$ cat src/hdl/vaenv_pkg.sv
// ----------------------------------------------------------------------------
// vaenv_pkg
// Shared widths, codes and types of the voice amplitude envelope core.
// ----------------------------------------------------------------------------
package vaenv_pkg;

  localparam int LEVEL_W  = 24;
  localparam int DUR_W    = 20;
  localparam int PCT_W    = 7;
  localparam int OP_W     = 2;
  localparam int VOICE_W  = 5;
  localparam int STAGE_W  = 3;
  localparam int CFG_IDX_W = 8;
  localparam int NUM_W    = PCT_W + LEVEL_W - 1;

  localparam int VOICES_DEF = 32;
  localparam int FAST_RELEASE_DEF = 128;

  localparam logic [LEVEL_W-1:0] FULL_SCALE = LEVEL_W'(24'h800000);
  localparam logic [PCT_W-1:0]   PCT_MAX    = PCT_W'(100);

  localparam logic [DUR_W-1:0] ATTACK_RST  = DUR_W'(4410);
  localparam logic [DUR_W-1:0] DECAY_RST   = DUR_W'(4410);
  localparam logic [DUR_W-1:0] RELEASE_RST = DUR_W'(4410);
  localparam logic [PCT_W-1:0] SUSTAIN_RST = PCT_W'(100);

  localparam logic [STAGE_W-1:0] ST_OFF     = 3'd0;
  localparam logic [STAGE_W-1:0] ST_ATTACK  = 3'd1;
  localparam logic [STAGE_W-1:0] ST_DECAY   = 3'd2;
  localparam logic [STAGE_W-1:0] ST_SUSTAIN = 3'd3;
  localparam logic [STAGE_W-1:0] ST_RELEASE = 3'd4;
  localparam logic [STAGE_W-1:0] ST_FAST    = 3'd5;

  localparam logic [OP_W-1:0] OP_TICK     = 2'd0;
  localparam logic [OP_W-1:0] OP_NOTE_ON  = 2'd1;
  localparam logic [OP_W-1:0] OP_NOTE_OFF = 2'd2;
  localparam logic [OP_W-1:0] OP_FAST_OFF = 2'd3;

  localparam logic [CFG_IDX_W-1:0] CFG_ATTACK  = 8'd0;
  localparam logic [CFG_IDX_W-1:0] CFG_DECAY   = 8'd1;
  localparam logic [CFG_IDX_W-1:0] CFG_RELEASE = 8'd2;
  localparam logic [CFG_IDX_W-1:0] CFG_SUSTAIN = 8'd3;

  typedef struct packed {
    logic [STAGE_W-1:0] stage;
    logic [LEVEL_W-1:0] level;
    logic [LEVEL_W-1:0] step;
  } entry_t;

  typedef struct packed {
    logic             start;
    logic [NUM_W-1:0] num;
    logic [DUR_W-1:0] den;
  } div_req_t;

  typedef struct packed {
    logic             done;
    logic [NUM_W-1:0] quo;
  } div_rsp_t;

endpackage

$ cat src/hdl/vaenv_div.sv
// ----------------------------------------------------------------------------
// vaenv_div
// Bit-serial restoring divider: one quotient bit per cycle, shifted into the
// numerator register as the numerator bits leave it.
// ----------------------------------------------------------------------------
module vaenv_div (
  input  logic                clk_i,
  input  logic                rst_ni,
  input  vaenv_pkg::div_req_t req_i,
  output vaenv_pkg::div_rsp_t rsp_o
);

  localparam int NW    = vaenv_pkg::NUM_W;
  localparam int DW    = vaenv_pkg::DUR_W;
  localparam int CNT_W = $clog2(NW + 1);

  logic              busy_q;
  logic              done_q;
  logic [CNT_W-1:0]  cnt_q;
  logic [NW-1:0]     num_q;
  logic [DW-1:0]     den_q;
  logic [DW-1:0]     rem_q;
  logic [DW:0]       trial;
  logic [DW:0]       diff;
  logic              ge;
  logic [DW-1:0]     rem_d;

  assign trial = {rem_q, num_q[NW-1]};
  assign ge    = trial >= {1'b0, den_q};
  assign diff  = trial - {1'b0, den_q};
  assign rem_d = ge ? diff[DW-1:0] : trial[DW-1:0];

  always_ff @(posedge clk_i or negedge rst_ni) begin
    if (!rst_ni) begin
      busy_q <= 1'b0;
      done_q <= 1'b0;
      cnt_q  <= '0;
    end else begin
      done_q <= busy_q && (cnt_q == CNT_W'(1));
      if (req_i.start) begin
        busy_q <= 1'b1;
        cnt_q  <= CNT_W'(NW);
      end else if (busy_q) begin
        cnt_q <= cnt_q - CNT_W'(1);
        if (cnt_q == CNT_W'(1)) begin
          busy_q <= 1'b0;
        end
      end
    end
  end

  always_ff @(posedge clk_i) begin
    if (req_i.start) begin
      num_q <= req_i.num;
      den_q <= req_i.den;
      rem_q <= '0;
    end else if (busy_q) begin
      num_q <= {num_q[NW-2:0], ge};
      rem_q <= rem_d;
    end
  end

  assign rsp_o.done = done_q;
  assign rsp_o.quo  = num_q;

  a_no_restart: assert property (@(posedge clk_i) disable iff (!rst_ni)
    req_i.start |-> !busy_q)
    else $error("divider started while busy");

  a_done_after_busy: assert property (@(posedge clk_i) disable iff (!rst_ni)
    done_q |-> !busy_q && $past(busy_q))
    else $error("divider done without a finished run");

endmodule

$ cat src/hdl/voice_amplitude_adsr_envelope_core.sv
// ----------------------------------------------------------------------------
// voice_amplitude_adsr_envelope_core
// Linear ADSR amplitude envelopes for a bank of voices held in a voice store.
// ----------------------------------------------------------------------------
// An item that needs no new step is read from the store (S_READ), and its result
// is loaded out from S_DONE; the next item is accepted back in S_IDLE. Note-on
// of a voice in range, note-off or fast note-off of a sounding voice and a tick
// entering decay first run the bit-serial divider (S_DIV). A stalled result holds
// the next item once it is ready; a sustain write holds the input off while its
// level is divided. Reset clears all voices at once through valid bits.
module voice_amplitude_adsr_envelope_core #(
  parameter int VOICES               = vaenv_pkg::VOICES_DEF,
  parameter int FAST_RELEASE_SAMPLES = vaenv_pkg::FAST_RELEASE_DEF
) (
  input  logic                            clk_i,
  input  logic                            rst_ni,
  input  logic                            s_axis_tvalid,
  output logic                            s_axis_tready,
  input  logic [7:0]                      s_axis_tdata,  // voice[4:0]
  input  logic [vaenv_pkg::OP_W-1:0]      s_axis_tuser,  // operation[1:0]
  output logic                            m_axis_tvalid,
  input  logic                            m_axis_tready,
  output logic [vaenv_pkg::LEVEL_W-1:0]   m_axis_tdata,  // level[23:0]
  output logic [vaenv_pkg::STAGE_W-1:0]   m_axis_tuser,  // stage[2:0]
  input  logic                            cfg_valid_i,
  output logic                            cfg_ready_o,
  input  logic [vaenv_pkg::CFG_IDX_W-1:0] cfg_index_i,
  input  logic [vaenv_pkg::DUR_W-1:0]     cfg_data_i
);

  localparam int LW    = vaenv_pkg::LEVEL_W;
  localparam int DW    = vaenv_pkg::DUR_W;
  localparam int PW    = vaenv_pkg::PCT_W;
  localparam int NW    = vaenv_pkg::NUM_W;
  localparam int SW    = vaenv_pkg::STAGE_W;
  localparam int VIDX_W = (VOICES > 1) ? $clog2(VOICES) : 1;
  localparam int XW    = (VIDX_W > vaenv_pkg::VOICE_W) ? VIDX_W : vaenv_pkg::VOICE_W;
  localparam logic [DW-1:0] FAST_DEN = DW'(FAST_RELEASE_SAMPLES);

  localparam logic [2:0] S_IDLE = 3'd0;
  localparam logic [2:0] S_READ = 3'd1;
  localparam logic [2:0] S_DIV  = 3'd2;
  localparam logic [2:0] S_DONE = 3'd3;
  localparam logic [2:0] S_SUS  = 3'd4;

  logic [2:0]  state_q, state_d;

  logic [DW-1:0] attack_q, decay_q, release_q;
  logic [PW-1:0] sustain_q;
  logic          sus_dirty_q;
  logic [LW-1:0] sus_q;

  vaenv_pkg::entry_t mem [VOICES];
  logic [VOICES-1:0] vld_q;
  vaenv_pkg::entry_t rd_q;
  logic              rd_vld_q;
  vaenv_pkg::entry_t cur;
  vaenv_pkg::entry_t nxt;
  vaenv_pkg::entry_t res_q;

  logic [vaenv_pkg::OP_W-1:0] op_q;
  logic [VIDX_W-1:0]          addr_q;
  logic                       in_range_q;
  logic [XW-1:0]              voice_x;
  logic                       in_accept;
  logic                       cfg_we;

  logic [LW:0]   att_sum;
  logic          need_div;
  logic [LW-1:0] div_base;
  logic [DW-1:0] div_den;
  logic [DW-1:0] attack_eff, decay_eff, release_eff;
  logic [PW-1:0] pct_sat;
  logic          sus_start, item_start;
  logic          out_load;
  logic          out_vld_q;
  logic [LW-1:0] out_level_q;
  logic [SW-1:0] out_stage_q;

  vaenv_pkg::div_req_t div_req;
  vaenv_pkg::div_rsp_t div_rsp;

  assign cfg_ready_o = 1'b1;
  assign cfg_we      = cfg_valid_i && cfg_ready_o;

  always_ff @(posedge clk_i or negedge rst_ni) begin
    if (!rst_ni) begin
      attack_q    <= vaenv_pkg::ATTACK_RST;
      decay_q     <= vaenv_pkg::DECAY_RST;
      release_q   <= vaenv_pkg::RELEASE_RST;
      sustain_q   <= vaenv_pkg::SUSTAIN_RST;
      sus_dirty_q <= 1'b0;
      sus_q       <= vaenv_pkg::FULL_SCALE;
    end else begin
      if (sus_start) begin
        sus_dirty_q <= 1'b0;
      end
      if (state_q == S_SUS && div_rsp.done) begin
        sus_q <= div_rsp.quo[LW-1:0];
      end
      if (cfg_we) begin
        unique case (cfg_index_i)
          vaenv_pkg::CFG_ATTACK:  attack_q  <= cfg_data_i;
          vaenv_pkg::CFG_DECAY:   decay_q   <= cfg_data_i;
          vaenv_pkg::CFG_RELEASE: release_q <= cfg_data_i;
          vaenv_pkg::CFG_SUSTAIN: begin
            sustain_q   <= cfg_data_i[PW-1:0];
            sus_dirty_q <= 1'b1;
          end
          default: ;
        endcase
      end
    end
  end

  assign attack_eff  = (attack_q == '0) ? DW'(1) : attack_q;
  assign decay_eff   = (decay_q == '0) ? DW'(1) : decay_q;
  assign release_eff = (release_q == '0) ? DW'(1) : release_q;
  assign pct_sat     = (sustain_q > vaenv_pkg::PCT_MAX) ? vaenv_pkg::PCT_MAX : sustain_q;

  assign s_axis_tready = (state_q == S_IDLE) && !sus_dirty_q;
  assign in_accept     = s_axis_tvalid && s_axis_tready;
  assign voice_x       = XW'(s_axis_tdata[vaenv_pkg::VOICE_W-1:0]);

  always_ff @(posedge clk_i) begin
    if (in_accept) begin
      op_q       <= s_axis_tuser;
      addr_q     <= voice_x[VIDX_W-1:0];
      in_range_q <= 32'(s_axis_tdata[vaenv_pkg::VOICE_W-1:0]) < 32'(VOICES);
      rd_q       <= mem[voice_x[VIDX_W-1:0]];
    end
    if (out_load && in_range_q) begin
      mem[addr_q] <= res_q;
    end
  end

  always_ff @(posedge clk_i or negedge rst_ni) begin
    if (!rst_ni) begin
      vld_q    <= '0;
      rd_vld_q <= 1'b0;
    end else begin
      if (in_accept) begin
        rd_vld_q <= vld_q[voice_x[VIDX_W-1:0]];
      end
      if (out_load && in_range_q) begin
        vld_q[addr_q] <= 1'b1;
      end
    end
  end

  assign cur     = rd_vld_q ? rd_q : '0;
  assign att_sum = {1'b0, cur.level} + {1'b0, cur.step};

  always_comb begin
    nxt      = cur;
    need_div = 1'b0;
    div_base = '0;
    div_den  = DW'(1);
    unique case (op_q)
      vaenv_pkg::OP_TICK: begin
        case (cur.stage) inside
          vaenv_pkg::ST_ATTACK: begin
            if (att_sum >= {1'b0, vaenv_pkg::FULL_SCALE}) begin
              nxt.level = vaenv_pkg::FULL_SCALE;
              nxt.stage = vaenv_pkg::ST_DECAY;
              need_div  = 1'b1;
              div_base  = vaenv_pkg::FULL_SCALE - sus_q;
              div_den   = decay_eff;
            end else begin
              nxt.level = att_sum[LW-1:0];
            end
          end
          vaenv_pkg::ST_DECAY: begin
            if (cur.level <= sus_q || (cur.level - sus_q) <= cur.step) begin
              nxt.level = sus_q;
              nxt.stage = vaenv_pkg::ST_SUSTAIN;
            end else begin
              nxt.level = cur.level - cur.step;
            end
          end
          vaenv_pkg::ST_RELEASE, vaenv_pkg::ST_FAST: begin
            if (cur.step >= cur.level) begin
              nxt.level = '0;
              nxt.stage = vaenv_pkg::ST_OFF;
            end else begin
              nxt.level = cur.level - cur.step;
            end
          end
          default: ;
        endcase
      end
      vaenv_pkg::OP_NOTE_ON: begin
        nxt.level = '0;
        nxt.stage = vaenv_pkg::ST_ATTACK;
        need_div  = 1'b1;
        div_base  = vaenv_pkg::FULL_SCALE;
        div_den   = attack_eff;
      end
      vaenv_pkg::OP_NOTE_OFF: begin
        if (cur.stage != vaenv_pkg::ST_OFF) begin
          nxt.stage = vaenv_pkg::ST_RELEASE;
          need_div  = 1'b1;
          div_base  = cur.level;
          div_den   = release_eff;
        end
      end
      vaenv_pkg::OP_FAST_OFF: begin
        if (cur.stage != vaenv_pkg::ST_OFF) begin
          nxt.stage = vaenv_pkg::ST_FAST;
          need_div  = 1'b1;
          div_base  = cur.level;
          div_den   = FAST_DEN;
        end
      end
      default: ;
    endcase
  end

  assign sus_start  = (state_q == S_IDLE) && sus_dirty_q;
  assign item_start = (state_q == S_READ) && in_range_q && need_div;

  always_comb begin
    div_req.start = sus_start || item_start;
    if (sus_start) begin
      div_req.num = {pct_sat, {(LW-1){1'b0}}};
      div_req.den = DW'(100);
    end else begin
      div_req.num = NW'(div_base) + NW'(div_den) - NW'(1);
      div_req.den = div_den;
    end
  end

  vaenv_div u_div (
    .clk_i  (clk_i),
    .rst_ni (rst_ni),
    .req_i  (div_req),
    .rsp_o  (div_rsp)
  );

  assign out_load = (state_q == S_DONE) && (!out_vld_q || m_axis_tready);

  always_comb begin
    state_d = state_q;
    unique case (state_q)
      S_IDLE: begin
        if (sus_start) begin
          state_d = S_SUS;
        end else if (in_accept) begin
          state_d = S_READ;
        end
      end
      S_READ: state_d = item_start ? S_DIV : S_DONE;
      S_DIV:  if (div_rsp.done) state_d = S_DONE;
      S_DONE: if (out_load) state_d = S_IDLE;
      S_SUS:  if (div_rsp.done) state_d = S_IDLE;
      default: state_d = S_IDLE;
    endcase
  end

  always_ff @(posedge clk_i or negedge rst_ni) begin
    if (!rst_ni) begin
      state_q   <= S_IDLE;
      out_vld_q <= 1'b0;
    end else begin
      state_q <= state_d;
      if (out_load) begin
        out_vld_q <= 1'b1;
      end else if (m_axis_tready) begin
        out_vld_q <= 1'b0;
      end
    end
  end

  always_ff @(posedge clk_i) begin
    if (state_q == S_READ) begin
      res_q <= in_range_q ? nxt : '0;
    end else if (state_q == S_DIV && div_rsp.done) begin
      res_q.step <= div_rsp.quo[LW-1:0];
    end
    if (out_load) begin
      out_level_q <= res_q.level;
      out_stage_q <= res_q.stage;
    end
  end

  assign m_axis_tvalid = out_vld_q;
  assign m_axis_tdata  = out_level_q;
  assign m_axis_tuser  = out_stage_q;

  a_result_legal: assert property (@(posedge clk_i) disable iff (!rst_ni)
    m_axis_tvalid |-> (m_axis_tdata <= vaenv_pkg::FULL_SCALE) &&
                      (m_axis_tuser <= vaenv_pkg::ST_FAST))
    else $error("result level or stage out of range");

  a_accept_reads: assert property (@(posedge clk_i) disable iff (!rst_ni)
    in_accept |=> state_q == S_READ)
    else $error("accepted item did not start a store read");

  a_done_expected: assert property (@(posedge clk_i) disable iff (!rst_ni)
    div_rsp.done |-> (state_q == S_DIV) || (state_q == S_SUS))
    else $error("divider finished with nobody waiting");

endmodule
$ cat config.mk
export PLATFORM = sky130hd
export DESIGN_NAME = voice_amplitude_adsr_envelope_core
export DESIGN_NICKNAME = d
export VERILOG_FILES = /design/src/hdl/vaenv_pkg.sv /design/src/hdl/vaenv_div.sv /design/src/hdl/voice_amplitude_adsr_envelope_core.sv
export SDC_FILE = /design/constraint.sdc
export NUM_CORES = 2
export LEC_CHECK = 0
export BUFFER_PORTS_ARGS = -buffer_cell sky130_fd_sc_hd__buf_2
export CAP_MARGIN = 40
export CORE_MARGIN = 1
export CORE_UTILIZATION = 55
export CTS_BUF_LIST = sky130_fd_sc_hd__clkbuf_8 sky130_fd_sc_hd__clkbuf_16
export DETAILED_ROUTE_END_ITERATION = 6
export HOLD_SLACK_MARGIN = 0.06
export PLACE_DENSITY = 0.85
export SLEW_MARGIN = 20
export SYNTH_ARGS = -nofsm -noshare
export SYNTH_HDL_FRONTEND = slang
export SYNTH_SLANG_ARGS = --single-unit
$ cat constraint.sdc
create_clock -name clk_i -period 9.1 [get_ports clk_i]
set_clock_uncertainty 0.15 [all_clocks]
set_input_delay 0.455 -clock clk_i [delete_from_list [all_inputs] [get_ports clk_i]]
set_output_delay 0.455 -clock clk_i [all_outputs]
set_load 0.01 [all_outputs]
==> run metrics <==
Final GP Congestion=between 1 and 1.5; critical path class=reg2reg; status=complete, but fails checks; drt wl/cell=approximately 34 um; EDFF count, synth=1,818; FMAX=approximately 120 MHz; die area=155,000 sq um; Synth top cells by count=edfxtp_1, mux4_2, nand2_1; R2R depth=29; max-cap violation count=0; ys flop type=edfxtp_1; critical path arrival=between 8 and 9 ns; post-DP HPWL=approximately 140 mm; Yosys reg bits=roughly 2.0k; Max Buffers Root-to-Sink=3; Filler cells=9,995; leakage power=between 0.03 and 0.04 uW; initial antenna violation count=11; Hold Path Depth=1; Post-DRT Antenna Nets=0; Ys Warns=0; H-tree depth=4; grt total ovfl=0; RSZ-0062 raised after global routing=false; Crit Path Max Fanout=between 60 and 70; Die W=393 um; row cnt=roughly 140; Port Buffers=slightly below 70; Total GRT Usage=30.7%; Seq/Total Area, Yosys=around 69%; Post-Place Setup Slack=~0.99 ns; Rel. slew slack=34.2%; max-slew violation count=0; Area contributors post-synth=edfxtp_1, mux4_2, dfrtp_1; Vias=a little under 50k; drt initial violations=approximately 8.1k; Synth async-reset ratio=6.89%; Synth-to-Final Area Change=12.4%; Least-Margin Pin Slew=~0.98 ns; number of global-route vias before repair=48.8k; largest net degree at the start of global routing=124; final worst slack=approximately 0.74 ns; share of the cycle needed by the critical path after routing=approximately nine tenths; VDD IR max=around 0.00024 V; DR vias/cell=a little under 7; top-count cell post-synth=edfxtp_1; slowest CP cell=dfrtp_4; count of different cell masters after synthesis=between 90 and 100; Worst path top cell family by delay=simple AND/OR/NAND/NOR gates; # nets final=around 5.1k; Clock transition at path regs=about 0.07 ns; synthesized instance count=about 4.7k; DIE HEIGHT=approximately 400 um; Clock Latency Late Sink=approximately 0.85 ns; first-pass GRT wire length=341 mm; total CTS buffers=between 150 and 200; clock sink count=a little under 2k; Worst Setup Start Kind=register; Root Driver=clkbuf_16; Synth Cell Area=between 80,000 and 90,000 sq um; Hold Fails Final Rpt=0; setup tns final=0 ns; # DRC=1; mean area per synthesized cell=~18 sq um; Initial Utilization=between 50% and 60%; num ports=73; Final Setup Violations=0; PwrDens=roughly 260 nW/um^2; CTS tree=done; Critical Path RT=~9.5 ns; post-synth top area cell=edfxtp_1; largest incremental delay on the critical path=~0.95 ns; CP dominant cell by count=inv_1; share of layout cells above drive strength 1=25.0%; CP Capture Type=register; synthesized net count=4,919; fin crit period=between 8 and 9 ns; post-synth top area share=about two thirds; CORE AREA=between 150,000 and 200,000 sq um; Total Wirelength=roughly 240 mm; Crit path depth=29; type of the most critical hold path=in2reg; 1st-pass router iterations=7; failing checks=DRC; Crit path buffers/inverters=5; post_cts resized=0; fin util=approximately 62%
## power by group
group / internal (uW) / total, uW / switching (uW) / leakage, uW
combinational: 2290 / 5920 / 3640 / 0.0110
clock: 3960 / 7450 / 3500 / 0.00296
sequential: 10800 / 11300 / 509 / 0.0184
total: 17000 / 24700 / 7640 / 0.0323
## layout by cell type, fill, tap and decap left out, types with 40 or more instances in the layout
master and count:
edfxtp_1 1818, mux4_2 520, nand2_1 240, inv_1 195, clkbuf_16 186, nor2_1 172, a21oi_1 162, o21ai_0 146
ha_1 141, mux2_2 135, dfrtp_1 113, buf_4 98, xnor2_1 92, buf_2 64, clkinv_1 51, xor2_1 49
nand3_1 49, buf_8 48, or2_2 45, nor3_1 40
## area by class of cell
| class | instances | area, sq um | share of cell area, % |
|---|---|---|---|
| tap | 2030 | 2540 | 2.68 |
| timing repair buffer | 272 | 2820 | 2.98 |
| clock buffer | 192 | 4740 | 5.00 |
| inverter | 153 | 574 | 0.606 |
| antenna | 3 | 7.51 | 0.00793 |
| multi-input combinational | 2360 | 24600 | 26.0 |
| sequential | 1974 | 58400 | 61.7 |
| clock inverter | 146 | 1010 | 1.07 |
## layer usage
| metal | wire (um) | global-route usage (%) | part of all wire [%] | vias to the layer above |
|---|---|---|---|---|
| met1 | 84700 | 41.7 | 35 | 24900 |
| met2 | 115000 | 48.4 | 48 | 3951 |
| li1 | - | - | - | 19300 |
| met5 | 66 | 0 | 0.027 | - |
| met3 | 30700 | 6.87 | 13 | 639 |
| met4 | 10400 | 12.8 | 4.3 | 8 |
## flip-flops by register name, indices dropped and copies added, names as in the netlist, 2 cells and up
name and flops:
u_div.den_q 20, u_div.num_q 30, state_q 3, release_q 20, op_q 2, sustain_q 7, m_axis_tuser 3, sus_q 24
addr_q 5, mem 1632, u_div.cnt_q 5, decay_q 20, attack_q 20, rd_q 51, u_div.rem_q 20, vld_q 32
res_q 51, m_axis_tdata 24
## worst paths after layout
kind	startpoint	to	slack (ns)
max reg2reg	rd_vld_q$_DFFE_PN0P_	u_div.num_q[28]$_DFFE_PP_	0.74
min reg2reg	vld_q[22]$_DFFE_PN0P_	vld_q[22]$_DFFE_PN0P_	0.32
max in group asynchronous	rst_ni	vld_q[12]$_DFFE_PN0P_	7.41
min in group asynchronous	rst_ni	sus_q[20]$_DFFE_PN0P_	0.47
min	s_axis_tdata[0]	addr_q[0]$_DFFE_PP_	0.13
max	rd_vld_q$_DFFE_PN0P_	u_div.num_q[28]$_DFFE_PP_	0.74
## kinds of logic (layout without fill, tap and decap cells)
logic type	after synthesis	after routing	synth area share, %
AO/OA/AOI/OAI	612	612	4.68
adder cells (fa/ha/maj)	149	149	2.22
XOR/XNOR	144	144	1.54
multiplexers	678	678	16.0
flip-flops	1974	1974	69.3
AND/OR/NAND/NOR	776	776	4.42
other	1	4	0.00445
buffers and inverters	398	763	1.84
## metrics by stage
step	hold slack [ns]	std cells	cell area [sq um]	power [uW]
detailed placement	0.297	6722	88000	17000
floorplan	0.00941	4732	84300	15300
finish	0.126	7130	94700	24700
global placement	0.296	6685	87300	16800
global route	0.129	7130	94700	25400
CTS	0.0791	7089	94000	24400
## repair_timing
| action | CTS | global route |
|---|---|---|
| buffers inserted | 0 | 0 |
| hold buffers | 29 | 0 |
| setup endpoints to repair | 0 | 0 |
| endpoints found under the hold margin | 147 | 0 |
No activity file was read; power rests on OpenSTA's default activity.
